## src/hw/rtl/lffe_pkg.sv

```systemverilog
// Shared types and constants for the lidar frame field extractor.
// Used by the core and by its port checker; depends on nothing else.

package lffe_pkg;

   // One more than the longest frame kept, in stored bytes; the byte counter is sized from it.
   localparam int unsigned MAX_FRAME_LEN = 64;
   localparam int unsigned COUNT_W       = $clog2(MAX_FRAME_LEN + 1);

   // Register indexes on the configuration port.
   localparam int unsigned CSR_INDEX_W = 1;
   localparam logic [CSR_INDEX_W-1:0] REG_START_BYTE      = 1'd0;
   localparam logic [CSR_INDEX_W-1:0] REG_FIELD_SEPARATOR = 1'd1;

   // Reset values of the registers.
   localparam logic [7:0] START_BYTE_RESET      = 8'h4D;
   localparam logic [7:0] FIELD_SEPARATOR_RESET = 8'h2C;

   // Line characters.
   localparam logic [7:0] BYTE_NUL   = 8'h00;
   localparam logic [7:0] BYTE_TAB   = 8'h09;
   localparam logic [7:0] BYTE_CR    = 8'h0D;
   localparam logic [7:0] BYTE_LF    = 8'h0A;
   localparam logic [7:0] BYTE_SPACE = 8'h20;
   localparam logic [7:0] BYTE_PLUS  = 8'h2B;
   localparam logic [7:0] BYTE_MINUS = 8'h2D;
   localparam logic [7:0] BYTE_ZERO  = 8'h30;
   localparam logic [7:0] BYTE_NINE  = 8'h39;

   // Field counter codes; the top code marks text ended by a NUL byte.
   localparam logic [1:0] FIELDS_NONE    = 2'd0;
   localparam logic [1:0] FIELDS_SECOND  = 2'd2;
   localparam logic [1:0] FIELDS_NUL_END = 2'd3;

   // Input action codes.
   localparam logic ACTION_BYTE = 1'b0;
   localparam logic ACTION_READ = 1'b1;

   // Magnitude saturation points.
   localparam logic [31:0] MAG_LIMIT = 32'h8000_0000;
   localparam logic [31:0] INT_MAX   = 32'h7FFF_FFFF;

   // Number parser phase.
   typedef enum logic [1:0] {
      PHASE_SKIP   = 2'd0,
      PHASE_DIGITS = 2'd1,
      PHASE_DONE   = 2'd2
   } phase_type;

endpackage

```

## src/hw/rtl/lidar_frame_field_extractor_core.sv

```systemverilog
// Lidar frame receiver core: frames UART bytes and parses the second field.
// Depends on lffe_pkg.

// Each word on the req_ channel is either a received line byte (action 0)
// or a read request (action 1). Bytes are ignored until the start byte is
// seen; the frame then collects until CR LF, while the second
// separator-delimited field is parsed like C atoi and saturated to int32.
// A bad terminator or an overlong frame drops the frame. Bytes after a
// finished frame are ignored until a read takes it. Every read yields one rsp_
// word: ready_res 1 and the value (0 if the field is missing), or ready_res 0
// and -1 when no frame is finished. One word is taken every cycle: each word
// is handled in the cycle it is accepted by the per-byte update logic, whose
// longest path is the times-ten accumulate of the magnitude. A result waits
// in the output register; req_ready drops only while that register holds a
// word that rsp_ready has not taken. There is no clearing pass after reset.

module lidar_frame_field_extractor_core (
   input  logic                            clock,
   input  logic                            reset,
   input  logic                            req_valid,
   output logic                            req_ready,
   input  logic                            req_action,
   input  logic [7:0]                      req_rx_byte,
   output logic                            rsp_valid,
   input  logic                            rsp_ready,
   output logic                            rsp_ready_res,
   output logic signed [31:0]              rsp_value,
   input  logic                            csr_write_en,
   input  logic [lffe_pkg::CSR_INDEX_W-1:0] csr_index,
   input  logic [7:0]                      csr_data
);

   localparam int unsigned CW = lffe_pkg::COUNT_W;

   // Configuration registers.
   logic [7:0] start_byte_ff, field_sep_ff;

   // Frame and parser state.
   logic                  armed_ff, armed_in;
   logic [CW-1:0]         count_ff, count_in;
   logic                  cr_seen_ff, cr_seen_in;
   logic                  done_ff, done_in;
   logic [1:0]            fields_ff, fields_in;
   logic                  inside_ff, inside_in;
   lffe_pkg::phase_type   phase_ff, phase_in;
   logic                  neg_ff, neg_in;
   logic [31:0]           mag_ff, mag_in;

   // Output register.
   logic                  rsp_valid_ff, rsp_valid_in;
   logic                  rsp_res_ff, rsp_res_in;
   logic [31:0]           rsp_value_ff, rsp_value_in;

   logic                  accept;
   logic                  is_digit, is_blank;
   logic [35:0]           mag_next;
   logic [31:0]           mag_acc;
   logic [31:0]           result_value;

   // A word is taken whenever the output register is free or being drained.
   assign req_ready = !rsp_valid_ff || rsp_ready;
   assign accept    = req_valid && req_ready;

   // Character classes of the incoming byte.
   assign is_digit = (req_rx_byte >= lffe_pkg::BYTE_ZERO) &&
                     (req_rx_byte <= lffe_pkg::BYTE_NINE);
   assign is_blank = (req_rx_byte == lffe_pkg::BYTE_SPACE) ||
                     ((req_rx_byte >= lffe_pkg::BYTE_TAB) &&
                      (req_rx_byte <= lffe_pkg::BYTE_CR));

   // Times ten plus digit, saturated at 2^31.
   assign mag_next = ({4'd0, mag_ff} << 3) + ({4'd0, mag_ff} << 1) +
                     {32'd0, req_rx_byte[3:0]};
   assign mag_acc  = (mag_next > {4'd0, lffe_pkg::MAG_LIMIT}) ?
                     lffe_pkg::MAG_LIMIT : mag_next[31:0];

   // Value returned by a read of a finished frame.
   always_comb begin
      if (fields_ff != lffe_pkg::FIELDS_SECOND) begin
         result_value = '0;
      end else if (neg_ff) begin
         result_value = 32'd0 - mag_ff;
      end else if (mag_ff > lffe_pkg::INT_MAX) begin
         result_value = lffe_pkg::INT_MAX;
      end else begin
         result_value = mag_ff;
      end
   end

   // Per-word state update.
   always_comb begin
      logic       go;
      logic [1:0] fields_v;
      armed_in   = armed_ff;
      count_in   = count_ff;
      cr_seen_in = cr_seen_ff;
      done_in    = done_ff;
      fields_in  = fields_ff;
      inside_in  = inside_ff;
      phase_in   = phase_ff;
      neg_in     = neg_ff;
      mag_in     = mag_ff;
      go         = 1'b0;
      fields_v   = fields_ff;

      if (accept && (req_action == lffe_pkg::ACTION_READ)) begin
         // A read of a finished frame clears the frame but keeps armed.
         if (done_ff) begin
            count_in   = '0;
            cr_seen_in = 1'b0;
            done_in    = 1'b0;
            fields_in  = lffe_pkg::FIELDS_NONE;
            inside_in  = 1'b0;
            phase_in   = lffe_pkg::PHASE_SKIP;
            neg_in     = 1'b0;
            mag_in     = '0;
         end
      end else if (accept) begin
         if (req_rx_byte == start_byte_ff) begin
            armed_in = 1'b1;
         end
         if (armed_in && !done_ff) begin
            if (cr_seen_ff) begin
               // Terminator: LF finishes the frame, anything else drops it.
               armed_in = 1'b0;
               if (req_rx_byte == lffe_pkg::BYTE_LF) begin
                  done_in = 1'b1;
               end else begin
                  count_in   = '0;
                  cr_seen_in = 1'b0;
                  fields_in  = lffe_pkg::FIELDS_NONE;
                  inside_in  = 1'b0;
                  phase_in   = lffe_pkg::PHASE_SKIP;
                  neg_in     = 1'b0;
                  mag_in     = '0;
               end
            end else if (req_rx_byte == lffe_pkg::BYTE_CR) begin
               cr_seen_in = 1'b1;
            end else begin
               // Field tracking; a NUL byte ends the text for parsing.
               if (fields_ff != lffe_pkg::FIELDS_NUL_END) begin
                  if (req_rx_byte == lffe_pkg::BYTE_NUL) begin
                     if (fields_ff < lffe_pkg::FIELDS_SECOND) begin
                        fields_in = lffe_pkg::FIELDS_NUL_END;
                     end else begin
                        phase_in = lffe_pkg::PHASE_DONE;
                     end
                  end else if ((field_sep_ff != lffe_pkg::BYTE_NUL) &&
                               (req_rx_byte == field_sep_ff)) begin
                     if (inside_ff && (fields_ff == lffe_pkg::FIELDS_SECOND) &&
                         (phase_ff != lffe_pkg::PHASE_DONE)) begin
                        phase_in = lffe_pkg::PHASE_DONE;
                     end
                     inside_in = 1'b0;
                  end else begin
                     go = 1'b1;
                     if (!inside_ff) begin
                        if (fields_ff >= lffe_pkg::FIELDS_SECOND) begin
                           go = 1'b0;
                        end else begin
                           fields_v  = fields_ff + 2'd1;
                           fields_in = fields_v;
                           inside_in = 1'b1;
                        end
                     end
                  end
               end

               // Number parser runs on bytes of the second field.
               if (go && (fields_v == lffe_pkg::FIELDS_SECOND)) begin
                  unique case (phase_ff)
                     lffe_pkg::PHASE_SKIP: begin
                        if (is_blank) begin
                           phase_in = lffe_pkg::PHASE_SKIP;
                        end else if ((req_rx_byte == lffe_pkg::BYTE_PLUS) ||
                                     (req_rx_byte == lffe_pkg::BYTE_MINUS)) begin
                           neg_in   = (req_rx_byte == lffe_pkg::BYTE_MINUS);
                           phase_in = lffe_pkg::PHASE_DIGITS;
                        end else if (!is_digit) begin
                           phase_in = lffe_pkg::PHASE_DONE;
                        end else begin
                           phase_in = lffe_pkg::PHASE_DIGITS;
                           mag_in   = mag_acc;
                        end
                     end
                     lffe_pkg::PHASE_DIGITS: begin
                        if (!is_digit) begin
                           phase_in = lffe_pkg::PHASE_DONE;
                        end else begin
                           mag_in = mag_acc;
                        end
                     end
                     default: begin
                        phase_in = phase_ff;
                     end
                  endcase
               end

               // Length check drops a frame that grows too long.
               count_in = count_ff + CW'(1);
               if (count_in > CW'(lffe_pkg::MAX_FRAME_LEN - 1)) begin
                  armed_in   = 1'b0;
                  count_in   = '0;
                  cr_seen_in = 1'b0;
                  done_in    = 1'b0;
                  fields_in  = lffe_pkg::FIELDS_NONE;
                  inside_in  = 1'b0;
                  phase_in   = lffe_pkg::PHASE_SKIP;
                  neg_in     = 1'b0;
                  mag_in     = '0;
               end
            end
         end
      end
   end

   // Output register: loaded by a read, emptied when taken.
   always_comb begin
      rsp_valid_in = rsp_valid_ff;
      rsp_res_in   = rsp_res_ff;
      rsp_value_in = rsp_value_ff;
      if (accept && (req_action == lffe_pkg::ACTION_READ)) begin
         rsp_valid_in = 1'b1;
         rsp_res_in   = done_ff;
         rsp_value_in = done_ff ? result_value : '1;
      end else if (rsp_ready) begin
         rsp_valid_in = 1'b0;
      end
   end

   // Control state and configuration registers.
   always_ff @(posedge clock) begin
      if (reset) begin
         start_byte_ff <= lffe_pkg::START_BYTE_RESET;
         field_sep_ff  <= lffe_pkg::FIELD_SEPARATOR_RESET;
         armed_ff      <= 1'b0;
         count_ff      <= '0;
         cr_seen_ff    <= 1'b0;
         done_ff       <= 1'b0;
         fields_ff     <= lffe_pkg::FIELDS_NONE;
         inside_ff     <= 1'b0;
         phase_ff      <= lffe_pkg::PHASE_SKIP;
         neg_ff        <= 1'b0;
         mag_ff        <= '0;
         rsp_valid_ff  <= 1'b0;
      end else begin
         if (csr_write_en) begin
            unique case (csr_index)
               lffe_pkg::REG_START_BYTE:      start_byte_ff <= csr_data;
               lffe_pkg::REG_FIELD_SEPARATOR: field_sep_ff  <= csr_data;
               default:                       start_byte_ff <= start_byte_ff;
            endcase
         end
         armed_ff     <= armed_in;
         count_ff     <= count_in;
         cr_seen_ff   <= cr_seen_in;
         done_ff      <= done_in;
         fields_ff    <= fields_in;
         inside_ff    <= inside_in;
         phase_ff     <= phase_in;
         neg_ff       <= neg_in;
         mag_ff       <= mag_in;
         rsp_valid_ff <= rsp_valid_in;
      end
   end

   // Result payload.
   always_ff @(posedge clock) begin
      rsp_res_ff   <= rsp_res_in;
      rsp_value_ff <= rsp_value_in;
   end

   assign rsp_valid     = rsp_valid_ff;
   assign rsp_ready_res = rsp_res_ff;
   assign rsp_value     = $signed(rsp_value_ff);

endmodule

```

## config.mk

```make
export PLATFORM = sky130hd
export DESIGN_NAME = lidar_frame_field_extractor_core
export DESIGN_NICKNAME = d
export VERILOG_FILES = /design/src/hw/rtl/lffe_pkg.sv /design/src/hw/rtl/lidar_frame_field_extractor_core.sv
export SDC_FILE = /design/constraint.sdc
export NUM_CORES = 1
export LEC_CHECK = 0
export BUFFER_PORTS_ARGS = -buffer_cell sky130_fd_sc_hd__clkbuf_2
export CAP_MARGIN = 20
export CORE_AREA = 5 5 205 157
export CTS_CLUSTER_SIZE = 10
export DETAILED_ROUTE_END_ITERATION = 12
export DIE_AREA = 0 0 210 162
export SLEW_MARGIN = 20
export SYNTH_ARGS = -nofsm -noshare
export SYNTH_HDL_FRONTEND = slang
export SYNTH_SLANG_ARGS = --single-unit
```

## constraint.sdc

```tcl
create_clock -name clock -period 5.2 [get_ports clock]
set_clock_uncertainty 0.05 [all_clocks]
set_input_delay 0.78 -clock clock [delete_from_list [all_inputs] [get_ports clock]]
set_output_delay 0.78 -clock clock [all_outputs]
set_load 0.02 [all_outputs]
```

After elaboration in Yosys (flattened, before gate mapping)
Cells that the tools add are included.
{ "op_classes": {"addsub": 5, "magnitude_cmp": 9, "n_eq_ne": 24, "muxes": 112, "n_bitwise": 2, "n_reduce_logical": 38} }
{ "ops": {"columns": ["op", "count"], "rows": [
  ["32-bit 2-to-1 mux", 16],
  ["2-bit 2-to-1 mux", 37],
  ["32-bit case mux with 2 select lines", 1],
  ["7-bit 2-to-1 mux", 8],
  ["1-bit 2-to-1 mux", 49],
  ["35-bit by 33-bit adder with 36-bit output", 1],
  ["36-bit by 4-bit adder with 36-bit output", 1],
  ["36-bit by 32-bit greater-than comparator with 1-bit output, second input constant", 1],
  ["32-bit by 31-bit greater-than comparator with 1-bit output, second input constant", 1],
  ["1-bit by 32-bit subtractor with 32-bit output, first input constant", 1],
  ["8-bit by 6-bit equality test with 1-bit output, second input constant", 3],
  ["9-bit AND reduction", 2],
  ["8-bit by 4-bit equality test with 1-bit output, second input constant", 2],
  ["8-bit equality test", 2],
  ["4-bit nonzero test", 4],
  ["7-bit AND reduction", 2],
  ["2-bit != test, second input constant", 5],
  ["5-bit != test, second input constant", 2],
  ["5-bit AND reduction", 2],
  ["1-bit logical AND", 9],
  ["8-bit by 4-bit >= comparator with 1-bit output, second input constant", 1],
  ["8-bit by 6-bit >= comparator with 1-bit output, second input constant", 1],
  ["8-bit by 4-bit <= comparator with 1-bit output, second input constant", 1],
  ["8-bit by 6-bit <= comparator with 1-bit output, second input constant", 1],
  ["25 further kinds", 37]
]} }
{ "totals": {"register_bits": 98, "input_bits": 23, "out_inout_bits": 35, "word_cells": 204} }

Logic depth before layout (Yosys ltp)
Gate-level depths: netlist of run 1.
{ "depth": {"depth_word": 20, "ltp_mapped": 15, "ltp_nobuf": 13} }

Worst setup path before layout of run 1
No wires, ideal clock.
{ "synth_path": {"path_kind": "input-to-reg", "startpoint": "in req_rx_byte[3]", "endpoint": "reg mag_ff[26]", "setup_time_ps": 117, "arrival_ps": 3701, "required_ps": 5033, "path_slack_ps": 1331, "path_stages": 15, "n_path_buf": 2, "path_cell_list": "buf_2 > inv_1 > fa_1 > inv_1 > ha_1 > a21o_1 > nand4_1 > a31o_1 > a311oi_2 > o211ai_2 > o31ai_1 > mux2i_1 > o2111a_2 > buf_6 > a32o_1"} }
{ "synth_between": {"elab_chain_len": 14, "elab_cells_between_ends": 60, "classes_between": "add/sub: 1; order compare: 5; eq/ne: 12; mux: 31; reduce/logical: 11"} }
{ "synth_rtl": {"columns": ["element", "line_no", "rtl"], "rows": [
  ["start, declared", "lidar_frame_field_extractor_core.sv:23", "input logic [7:0] req_rx_byte,"],
  ["36-bit by 4-bit adder with 36-bit output / 8-bit equality test (equally long branches)", "lidar_frame_field_extractor_core.sv:72, lidar_frame_field_extractor_core.sv:149", null],
  ["36-bit by 32-bit greater-than comparator with 1-bit output / 1-bit logical AND (equally long branches)", "lidar_frame_field_extractor_core.sv:74, lidar_frame_field_extractor_core.sv:148", null],
  ["32-bit 2-to-1 mux / 2-bit 2-to-1 mux (equally long branches)", "lidar_frame_field_extractor_core.sv:74, lidar_frame_field_extractor_core.sv:148", null],
  ["32-bit 2-to-1 mux / 2-bit 2-to-1 mux (equally long branches)", "lidar_frame_field_extractor_core.sv:179, lidar_frame_field_extractor_core.sv:187, lidar_frame_field_extractor_core.sv:142", null],
  ["32-bit 2-to-1 mux / 2-bit 2-to-1 mux (equally long branches)", "lidar_frame_field_extractor_core.sv:175, lidar_frame_field_extractor_core.sv:141", null],
  ["32-bit 2-to-1 mux / 2-bit 2-to-1 mux (equally long branches)", "lidar_frame_field_extractor_core.sv:173, lidar_frame_field_extractor_core.sv:137", null],
  ["32-bit case mux with 2 select lines / 2-bit 2-to-1 mux (equally long branches)", "lidar_frame_field_extractor_core.sv:171, lidar_frame_field_extractor_core.sv:123", null],
  ["32-bit 2-to-1 mux / 2-bit 2-to-1 mux (equally long branches)", "lidar_frame_field_extractor_core.sv:170, lidar_frame_field_extractor_core.sv:122", null],
  ["32-bit 2-to-1 mux / 2-bit 2-to-1 mux (equally long branches)", "lidar_frame_field_extractor_core.sv:201, lidar_frame_field_extractor_core.sv:118", null],
  ["32-bit 2-to-1 mux / 2-bit 2-to-1 mux (equally long branches)", "lidar_frame_field_extractor_core.sv:137, lidar_frame_field_extractor_core.sv:106", null],
  ["32-bit 2-to-1 mux / 2-bit equality test (equally long branches)", "lidar_frame_field_extractor_core.sv:123, lidar_frame_field_extractor_core.sv:170", null],
  ["32-bit 2-to-1 mux / 1-bit logical AND (equally long branches)", "lidar_frame_field_extractor_core.sv:122, lidar_frame_field_extractor_core.sv:170", null],
  ["32-bit 2-to-1 mux / 4-bit nonzero test (equally long branches)", null, null],
  ["32-bit 2-to-1 mux / 9-bit AND reduction (equally long branches)", null, null],
  ["end signal, assigned", "lidar_frame_field_extractor_core.sv:262", "mag_ff <= mag_in;"],
  ["end, declared", "lidar_frame_field_extractor_core.sv:47", "logic [31:0] mag_ff, mag_in;"]
]} }
Several ways; a longest one is shown, not always the timed one. The select of a mux whose other input is x is not followed.
A chain may end at the register's enable or synchronous reset.

Worst setup path in the final report of run 1
{ "layout_path": {"startpoint": "in req_rx_byte[3]", "endpoint": "reg mag_ff[13]"} }
The elaborated chain is that of the path after synthesis.

==> impl_metrics.tcl, run 1 <==
set metrics [dict create \
    clock_latency_ps 350 \
    maxClockFrequency_mhz 232 \
    synth-seq-cells 98 \
    detail-route-antenna-nets 0 \
    area_growth_syn_to_layout_pct 12.9 \
    synth_top_area_share 0.177 \
    fillCellCount 3194 \
    cp-start-kind "primary input" \
    finalWorstPathRequiredPeriod_ps 4320 \
    postCtsHoldBufs 0 \
    cts_tree "built" \
    finalSetupViolations 0 \
    synthArstFlopShare 0 \
    synth_top_cells_by_area "dfxtp_1 18%, edfxtp_1 13%, ha_1 12%, nand2_1 7.1%, a21oi_1 5.2%" \
    critical_path.n_buffers_inverters 3 \
    grt_start_max_net_pins 41 \
    mappedNetlistNets 966 \
    p_comb_frac 0.049 \
    p_sw_uw 343 \
    final-instance-count-excl-fill 1299 \
    first_global_vias 5807 \
    grt_util_all_layers 0.107 \
    hold-worst-slack_ps 420 \
    floorplan.die.height_microns 162 \
    yosysMostFrequentCell "nand2_1" \
    p_seq_frac 0.489 \
    vias 6514 \
    grt_remaining_overflow 0 \
    top_delay_family_on_crit_path "compound AO/OA/AOI/OAI gates" \
    worst_setup_hold_path_clk_slew_ps 60 \
    place.detailed.instances 1284 \
    chipWidth_microns 210 \
    max_stage_delay_ps 700 \
    hpwlAfterDp_microns 14300 \
    buffer_ports.inserted 57 \
    final_layout_size_suffix_gt1_frac 0.112 \
    yosys_warnings 0 \
    crit_path_end_kind "flip-flop" \
    ir_worst_vdd_mv 0.117 \
    status "finished, final reports clean" \
    synthDominantAreaCellType "dfxtp_1" \
    share_clk_of_total_power 0.463 \
    met2RoutedLength_microns 7300 \
    slew_violations 0 \
    cts_buffer_depth 2 \
    vias_per_cell 5.01 \
    start_util 0.247 \
    dieArea_sq_um 34000 \
    fin_tns_setup_ps 0 \
    nets 991 \
    worst_ep_arrival_time_ps 4550 \
    post-route-drc-count 0 \
    ios 58 \
    synthTopCellsByCount "139 x nand2_1, 76 x a21oi_1, 70 x ha_1, 65 x dfxtp_1, 47 x nor2_1" \
    wirelength_met1_microns 10100 \
    rsz_0062_raised_after_global_routing "false" \
    max_cap_viol_count 0 \
    syn_area_sq_um 7360 \
    power.density_nw_per_um2 198 \
    antenna_cells_inserted 0 \
    switching_share 0.209 \
    tritoncts.num_buffers 9 \
    top_signal_layer_used "met4" \
    timing_worst_setup_path_type "in2reg" \
    relSlewSlack 0.300 \
    ys_types 71 \
    p_int_uw 1300 \
    clockRootBuffer "clkbuf_16" \
    design.core.area_sq_um 29900 \
    first_pass_iters 5 \
    starting_drc_count_in_detailed_routing 542 \
    path_max_fanout 31 \
    finalWeightedCongestion 0.858 \
    postRouteWirelength_microns 18800 \
    hold_class "reg2reg" \
    grt_first_pass_wirelength_microns 30600 \
    post_cts.resized_instances 0 \
    dominant_register_cell_in_the_synthesized_netlist "dfxtp_1" \
    totalPowerFinal_uw 1640 \
    post-route-util 0.278 \
    cts_htree_levels 3 \
    critPathMostFrequentCell "inv_1" \
    routed-wl-met3_microns 1160 \
    timing.critical_path.required_ps 5430 \
    cellLeakagePower_uw 0.00342 \
    cts_post_setup_buffers_inserted 0 \
    clkSinkCount 98 \
    wire_per_inst_microns 14.5 \
    max_slew.worst_pin.slew_ps 1050 \
    synth.avg_cell_area_sq_um 8.45 \
    finalHoldViolations 0 \
    synth_seq_area_share 0.311 \
    cp_slowest_cell "o2111a_2" \
    core.rowCount 55 \
    synthCells 871 \
    fin_crit_sh 0.830 \
    grt_antenna_before_repair 0 \
    synth-edff-count 33 \
    timing.critical_path.cells "clkbuf_2, inv_1, fa_1, inv_1, ha_1, nor2b_1, o2111ai_1, nand2_1, a221o_1, a31o_2, a21oi_1, mux2i_1, o2111a_2, a32o_1" \
]
-- per-layer routing --
layer	GRT usage	vias up
met4	0.0305	0
met2	0.147	180
met5	0	-
li1	-	3286
met1	0.171	3036
met3	0.0154	12
-- cells by family (layout without fill, tap and decap cells) --
family                     count (synthesis)  in the layout  synth area share
AOI/OAI and AO/OA                        237            237             0.225
DFF                                       98             98             0.311
adders and majority gates                 72             72             0.124
muxes                                     16             16            0.0219
buffers and inverters                     74            103            0.0452
xor gates and xnor gates                  46             46            0.0547
and+or+nand+nor                          328            328             0.218
-- worst paths after layout --
| kind | startpoint | end | slack [ps] | cells past startpoint |
|---|---|---|---|---|
| setup / recovery | req_rx_byte[3] | mag_ff[13] | 880 | 14 |
| setup reg to reg | mag_ff[2] | mag_ff[13] | 1030 | 13 |
| hold / removal | start_byte_ff[4] | start_byte_ff[4] | 420 | 2 |
| hold reg to reg | start_byte_ff[4] | start_byte_ff[4] | 420 | 2 |
-- sequential cells by signal, indices dropped and copies added (netlist names) --
signal         flops
armed_ff           1
done_ff            1
rsp_ready_res      1
rsp_value         32
start_byte_ff      8
field_sep_ff       8
count_ff           7
neg_ff             1
cr_seen_ff         1
rsp_valid          1
fields_ff          2
mag_ff            32
inside_ff          1
phase_ff           2
-- metrics by stage --
| step | setup slack (ps) | cell area (sq um) |
|---|---|---|
| floorplan | 1330 | 7360 |
| global placement | 756 | 7960 |
| detailed placement | 581 | 7960 |
| CTS | 950 | 8310 |
| global route | 675 | 8310 |
| finish | 883 | 8310 |
-- cell type report --
| type | instances | area [sq um] | share of cell area |
|---|---|---|---|
| multi-input cells | 699 | 4740 | 0.570 |
| inverters | 23 | 86.3 | 0.0104 |
| well taps | 399 | 499 | 0.0601 |
| clock inverters | 3 | 67.6 | 0.00813 |
| clock buffers | 12 | 279 | 0.0336 |
| repair buffers | 65 | 345 | 0.0416 |
| flip-flops and latches | 98 | 2290 | 0.276 |
-- power by group through the flow --
stage	registers (uW)	logic, uW	clock network [uW]
floorplan	821	52.3	0
global placement	820	79.7	0
detailed placement	820	79.6	0
CTS	803	79.9	781
global route	804	88.3	811
finish	803	79.8	761
-- placed cells by master (no fill, tap or decap), types with 29 or more instances in the layout --
master and n:
nor3_1 29, xor2_1 30, ha_1 70, a21oi_1 75, clkbuf_2 57, nand2_1 139, dfxtp_1 65, edfxtp_1 33
a32o_1 31, o21ai_0 33, nor2_1 47
-- worst min-delay path, delay by kind of cell, from the launching register on --
family	cells	cell delay, ps
DFF	1	320
and+or+nand+nor	1	50
AOI/OAI and AO/OA	1	50
Note: power is estimated with default switching activity, not from simulation.
==> run 2: changes to the inputs <==
--- a/config.mk
+++ b/config.mk
@@ -5,12 +5,13 @@
 export SDC_FILE = /design/constraint.sdc
 export NUM_CORES = 1
 export LEC_CHECK = 0
+export ABC_AREA = 1
 export BUFFER_PORTS_ARGS = -buffer_cell sky130_fd_sc_hd__clkbuf_2
 export CAP_MARGIN = 20
-export CORE_AREA = 5 5 205 157
+export CORE_AREA = 5 5 222 170
 export CTS_CLUSTER_SIZE = 10
 export DETAILED_ROUTE_END_ITERATION = 12
-export DIE_AREA = 0 0 210 162
+export DIE_AREA = 0 0 227 175
 export SLEW_MARGIN = 20
 export SYNTH_ARGS = -nofsm -noshare
 export SYNTH_HDL_FRONTEND = slang
==> constraint.sdc (replaced) <==
create_clock -name clock -period 4.2 [get_ports clock]
set_clock_uncertainty 0.05 [all_clocks]
set_input_delay 0.63 -clock clock [delete_from_list [all_inputs] [get_ports clock]]
set_output_delay 0.63 -clock clock [all_outputs]
set_load 0.02 [all_outputs]
==> run 2 against run 1 <==
  * Sequential power is 24% higher
  * Largest cell class unchanged
  * Synthesized cell count is 58% higher
  * Critical endpoint is now mag_ff[31]
  * Sequential cell count stayed put
  * Non-clock buffer count is 1 higher
==> impl_metrics.tcl, run 2 <==
set metrics [dict create \
    final_layout_size_suffix_gt1_frac 0.0862 \
    synth_top_cells_by_area "nand2_1 17%, dfxtp_1 15%, edfxtp_1 11%, ha_1 10%, inv_1 9.3%" \
    grt_first_pass_wirelength_microns 40700 \
    status "finished, final reports clean" \
    hold_end "count_ff[6]" \
    maxClockFrequency_mhz 291 \
    grt_antenna_before_repair 0 \
    ios 58 \
    final-instance-count-excl-fill 1892 \
    synth-edff-count 33 \
    dieArea_sq_um 39700 \
    cellLeakagePower_uw 0.00451 \
    first_pass_iters 5 \
    fin_tns_setup_ps 0 \
    dominant_register_cell_in_the_synthesized_netlist "dfxtp_1" \
    finalSetupViolations 0 \
    wire_per_inst_microns 13.0 \
    fin_crit_sh 0.818 \
    worst_hold_path.num_cells 2 \
    synth-seq-cells 98 \
    postRouteWirelength_microns 24500 \
    dominant_combinational_cell_family_by_area_after_synthesis "simple AND/OR/NAND/NOR gates" \
    power.density_nw_per_um2 207 \
    timing.reg2reg.worst_path_depth 19 \
    max_cap_viol_count 0 \
    synthDominantAreaCellType "nand2_1" \
    start_util 0.245 \
    fillCellCount 3917 \
    vias_per_cell 4.54 \
    postCtsHoldBufs 0 \
    place.detailed.instances 1876 \
    synth_xor_area_frac 0.0261 \
    antenna_cells_inserted 0 \
    nets 1517 \
    synth_mux_area_frac 0 \
    cts_htree_levels 3 \
    chipWidth_microns 227 \
    cts_post_setup_buffers_inserted 0 \
    finalWeightedCongestion 0.922 \
    detail-route-antenna-nets 0 \
    timing_worst_setup_path_type "reg2reg" \
    ir_worst_vdd_mv 0.184 \
    max_slew.worst_pin.slew_ps 891 \
    clock_latency_ps 360 \
    timing.critical_path.cells "inv_2, fa_1, fa_1, inv_1, nand2_1, nand2_1, nand3_1, nand2_1, nand2_1, nand3_2, nand2_2, nand2_2, xor2_2, nand3_2, nor2_4, buf_4, nand2_1, nand2_1, a21oi_1" \
    ys_types 46 \
    worst_ep_arrival_time_ps 3580 \
    worst_setup_hold_path_clk_slew_ps 70 \
    finalWorstPathRequiredPeriod_ps 3430 \
    hold_start "count_ff[6]" \
    slew_violations 0 \
    relSlewSlack 0.406 \
    synth_fa_ha_area_frac 0.106 \
    yosysMostFrequentCell "nand2_1" \
    core.rowCount 60 \
    design.core.area_sq_um 35400 \
    vias 8582 \
    syn_area_sq_um 8680 \
    tritoncts.num_buffers 9 \
    worstReg2RegEnd "mag_ff[31]" \
    synthCells 1380 \
    layout_commonest_cell "nand2_1" \
    hold_class "reg2reg" \
    clkSinkCount 98 \
    setup_ws_ps 766 \
    cp-start-kind "flip-flop" \
    first_global_vias 8049 \
    yosys_warnings 0 \
    synth_top_area_share 0.170 \
    rsz_0062_raised_after_global_routing "false" \
    timing.critical_path.required_ps 4340 \
    post_synth_simple_gate_area 0.366 \
    ff2ff_setup_slack_ps 770 \
    dpl_worst_slack_ps 432 \
    path_max_fanout 32 \
    cts_tree "built" \
    crit_path_end_kind "flip-flop" \
    grt_remaining_overflow 0 \
    post_cts.resized_instances 0 \
    starting_drc_count_in_detailed_routing 705 \
    floorplan.die.height_microns 175 \
    synthArstFlopShare 0 \
    post-route-drc-count 0 \
    area_growth_syn_to_layout_pct 12.5 \
    cts_buffer_depth 2 \
    synth.avg_cell_area_sq_um 6.29 \
    clockRootBuffer "clkbuf_16" \
    synth_compound_area_frac 0.119 \
    regToRegStartpoint "mag_ff[2]" \
    synth_seq_area_share 0.264 \
    critPathMostFrequentCell "nand2_1" \
    hpwlAfterDp_microns 19800 \
    buffer_ports.inserted 57 \
    cp_slowest_cell "fa_1" \
    max_stage_delay_ps 500 \
    synthTopCellsByCount "393 x nand2_1, 215 x inv_1, 149 x nor2_1, 116 x nand3_1, 83 x a21oi_1" \
    finalHoldViolations 0 \
    grt_util_all_layers 0.123 \
    layout_common_cells "393 x nand2_1, 215 x inv_1, 149 x nor2_1, 116 x nand3_1, 83 x a21oi_1" \
    grt_start_max_net_pins 42 \
    mappedNetlistNets 1475 \
]
[run 2: cell types whose count changed in the layout (fill, tap and decap cells not counted), moves of 11 or more]
cell     previous run  this run
o21ai_0            33        45
nand3_1            23       116
nand2_1           139       393
nor2_1             47       149
a21o_1             13         1
mux2i_1            15         0
a32o_1             31         0
inv_1              23       215
xor2_1             30         9
inv_2               0        11
[run 2: worst max-delay path by stage]
stage                        end  slack, ps      startpoint  depth (start not counted)
floorplan           fields_ff[0]        940       rsp_ready                         13
global placement      mag_ff[31]        460  req_rx_byte[3]                         20
detailed placement    mag_ff[31]        430  req_rx_byte[3]                         20
CTS                   mag_ff[28]        740       mag_ff[2]                         18
global route          mag_ff[28]        410       mag_ff[2]                         18
finish                mag_ff[31]        770       mag_ff[2]                         19
[run 2: critical path, delay by kind of cell, from the launching register on]
| kind | cells | cell delay, ps |
|---|---|---|
| simple gates | 12 | 1040 |
| fa+ha+maj | 2 | 970 |
| buf+inv | 3 | 560 |
| flops | 1 | 440 |
| xor+xnor | 1 | 160 |
| compound gates | 1 | 60 |
[run 2: where the power goes]
group          internal [uW]  switching, uW
Sequential               988           8.64
Clock                    527            398
Combinational           35.3           69.5
Total                   1550            476
[run 2: cell families (layout without fill, tap and decap cells)]
group | Yosys count | in the layout
and+or+nand+nor | 743 | 743
buffers and inverters | 262 | 309
AOI/OAI and AO/OA | 180 | 180
DFF | 98 | 98
adders and majority gates | 72 | 72
xor gates and xnor gates | 25 | 25
[run 2: layout make-up]
class                   instances  area, sq um  share of cell area
multi-input cells            1020         5350               0.548
flip-flops and latches         98         2290               0.235
inverters                     227          852              0.0873
well taps                     465          582              0.0596
repair buffers                 66          365              0.0374
clock buffers                   9          225              0.0231
clock inverters                 7         98.8              0.0101
[run 2: stage by stage]
step                      utilization  power (uW)  hold WS (ps)  instance area (sq um)
after global routing            0.276        2090           436                   9770
after floorplan                     -        1090           356                   8680
after CTS                       0.276        2050           410                   9770
after detailed placement        0.267        1120           399                   9440
after global placement          0.267        1120           397                   9440
final                           0.276        2030           407                   9770
[run 2: per-layer routing]
| layer | routed length [microns] | part of all wire | GRT usage |
|---|---|---|---|
| met2 | 9690 | 0.40 | 0.178 |
| met1 | 12900 | 0.53 | 0.192 |
| met5 | 0 | 0 | 0 |
| met4 | 221 | 0.0090 | 0.0237 |
| met3 | 1690 | 0.069 | 0.0171 |
==> run 3: changes to the inputs <==
--- a/config.mk
+++ b/config.mk
@@ -5,13 +5,13 @@
 export SDC_FILE = /design/constraint.sdc
 export NUM_CORES = 1
 export LEC_CHECK = 0
-export ABC_AREA = 1
+export ABC_AREA = 0
 export BUFFER_PORTS_ARGS = -buffer_cell sky130_fd_sc_hd__clkbuf_2
 export CAP_MARGIN = 20
-export CORE_AREA = 5 5 222 170
+export CORE_AREA = 5 5 205 157
 export CTS_CLUSTER_SIZE = 10
 export DETAILED_ROUTE_END_ITERATION = 12
-export DIE_AREA = 0 0 227 175
+export DIE_AREA = 0 0 210 162
 export SLEW_MARGIN = 20
 export SYNTH_ARGS = -nofsm -noshare
 export SYNTH_HDL_FRONTEND = slang
==> constraint.sdc (replaced) <==
create_clock -name clock -period 3.6 [get_ports clock]
set_clock_uncertainty 0.05 [all_clocks]
set_input_delay 0.54 -clock clock [delete_from_list [all_inputs] [get_ports clock]]
set_output_delay 0.54 -clock clock [all_outputs]
set_load 0.02 [all_outputs]
==> run 3 against run 2 <==
  * Wire length down 20%
  * Sequential share of layout area up 2.8 points
  * Total power up 9.4%
  * Clock power up 1%
  * Sequential cell count unchanged
  * Clock-buffer cell count up 3
  * Highest routed layer unchanged
==> impl_metrics.tcl, run 3 (same netlist as run 1, synthesis figures left out) <==
set metrics [dict create \
    first_global_vias 6187 \
    vias_per_cell 4.96 \
    timing.critical_path.required_ps 3840 \
    crit_path_end_kind "flip-flop" \
    worst_hold_path.num_cells 3 \
    design.core.area_sq_um 29900 \
    post-route-util 0.294 \
    cp-start-kind "primary input" \
    timing.critical_path.cells "clkbuf_2, inv_2, fa_2, fa_1, nor2b_1, o2111ai_1, nand2_1, a221o_1, a31o_2, a21oi_1, mux2i_1, o2111a_2, buf_12, a32o_1" \
    cts_buffer_depth 2 \
    worst_setup_hold_path_clk_slew_ps 70 \
    maxClockFrequency_mhz 294 \
    clock_latency_ps 350 \
    cts_tree "built" \
    cts_htree_levels 3 \
    ir_worst_vdd_mv 0.176 \
    ios 58 \
    max_stage_delay_ps 600 \
    layout_common_cells "139 x nand2_1, 74 x a21oi_1, 67 x ha_1, 63 x buf_4" \
    fin_crit_sh 0.943 \
    buffer_ports.inserted 57 \
    timing.critical_path.depth 14 \
    timing_worst_setup_path_type "in2reg" \
    core.rowCount 55 \
    max_slew.worst_pin.slew_ps 1050 \
    area_growth_syn_to_layout_pct 19.1 \
    finalWeightedCongestion 0.835 \
    max_cap_viol_count 0 \
    path_max_fanout 19 \
    postRouteWirelength_microns 19500 \
    relSlewSlack 0.297 \
    seqCellArea_sq_um 2300 \
    finalWorstPathRequiredPeriod_ps 3400 \
    status "finished, final reports clean" \
    grt_start_max_net_pins 41 \
    grt_remaining_overflow 0 \
    power.density_nw_per_um2 253 \
    multi_input_area_sq_um 4790 \
    cp_slowest_cell "fa_2" \
    nets 1049 \
    finalHoldViolations 0 \
    tritoncts.num_buffers 9 \
    critical_path.n_buffers_inverters 3 \
    clockRootBuffer "clkbuf_16" \
    place_area_sq_um 8420 \
    final_layout_size_suffix_gt1_frac 0.187 \
    chipWidth_microns 210 \
    slew_violations 0 \
    detail-route-antenna-nets 0 \
    fillCellCount 3196 \
    wire_per_inst_microns 14.4 \
    finalSetupViolations 0 \
    hold_class "in2reg" \
    dieArea_sq_um 34000 \
    grt_util_all_layers 0.113 \
    top_delay_family_on_crit_path "compound AO/OA/AOI/OAI gates" \
    hpwlAfterDp_microns 15000 \
    cellLeakagePower_uw 0.00370 \
    starting_drc_count_in_detailed_routing 396 \
    grt_first_pass_wirelength_microns 32100 \
    grt_antenna_before_repair 0 \
    design_area_sq_um 8770 \
    layout_commonest_cell "nand2_1" \
    first_pass_iters 5 \
    post-route-drc-count 0 \
    fin_tns_setup_ps 0 \
    vias 6735 \
    start_util 0.247 \
    clkSinkCount 98 \
    timing.reg2reg.worst_path_depth 14 \
    postCtsHoldBufs 0 \
    worst_ep_arrival_time_ps 3630 \
    floorplan.die.height_microns 162 \
    antenna_cells_inserted 0 \
]
run 3: cell types whose count changed in the layout (fill, tap and decap cells not counted), sizes merged, moves of 9 or more:
cell | previous run | this run
nand2 | 398 | 139
inv | 228 | 24
nor2 | 156 | 48
nand3 | 121 | 23
buf | 9 | 66
a32o | 0 | 31
xor2 | 10 | 30
o21ai | 51 | 34
mux2i | 0 | 15
a21o | 1 | 13
nand2b | 0 | 9
run 3: worst reg2reg max path, stage by stage, from the launching register on:
cell       delay (ps)
dfxtp_2           420
ha_1              260
ha_1              210
inv_1              70
fa_1              180
nor2b_1            70
o2111ai_1         230
nand2_1           110
a221o_1           330
a31o_2            260
a21oi_1           190
mux2i_1           270
o2111a_2          300
buf_12            170
a32o_1            190
run 3: power by group:
part           internal, uW  switching, uW
combinational          41.8           79.3
clock                   490            447
sequential             1150           8.42
run 3: per-stage QoR:
step	power [uW]	hold WS, ps	std cells	setup slack [ps]
floorplan	1260	395	871	8.41
global placement	1300	407	1340	-174
detailed placement	1300	410	1340	-255
CTS	2230	372	1356	61.9
global route	2290	391	1358	-1.23
finish	2220	384	1358	203
run 3: cell type report:
type,instances,share of cell area
Clock buffer,12,0.0281
Clock inverter,4,0.00300
Inverter,23,0.00985
Multi-Input combinational cell,699,0.546
Sequential cell,98,0.263
Tap cell,399,0.0569
Timing Repair Buffer,123,0.0933
run 3: path summary, 6_finish.rpt:
check	endpoint	slack [ps]	start
worst max-delay path	mag_ff[11]	200	req_rx_byte[3]
worst min register to register	start_byte_ff[4]	420	start_byte_ff[4]
worst min-delay path	field_sep_ff[7]	380	csr_data[7]
worst max register to register	mag_ff[11]	210	mag_ff[1]
run 3: timing repair:
| action | 4_1_cts | 5_1_grt |
|---|---|---|
| setup buffers | 0 | 2 |
| resized for setup | 0 | 22 |
| endpoints found under the setup margin | 0 | 32 |
run 3: metal layers:
metal  routed length [microns]  vias up  global-route usage  share of wire
met3                       894       12              0.0129          0.046
met2                      7670      142               0.159           0.39
li1                          -     3419                   -              -
met1                     10800     3162               0.179           0.55
met4                       203        0              0.0288          0.010
met5                         0        -                   0              0
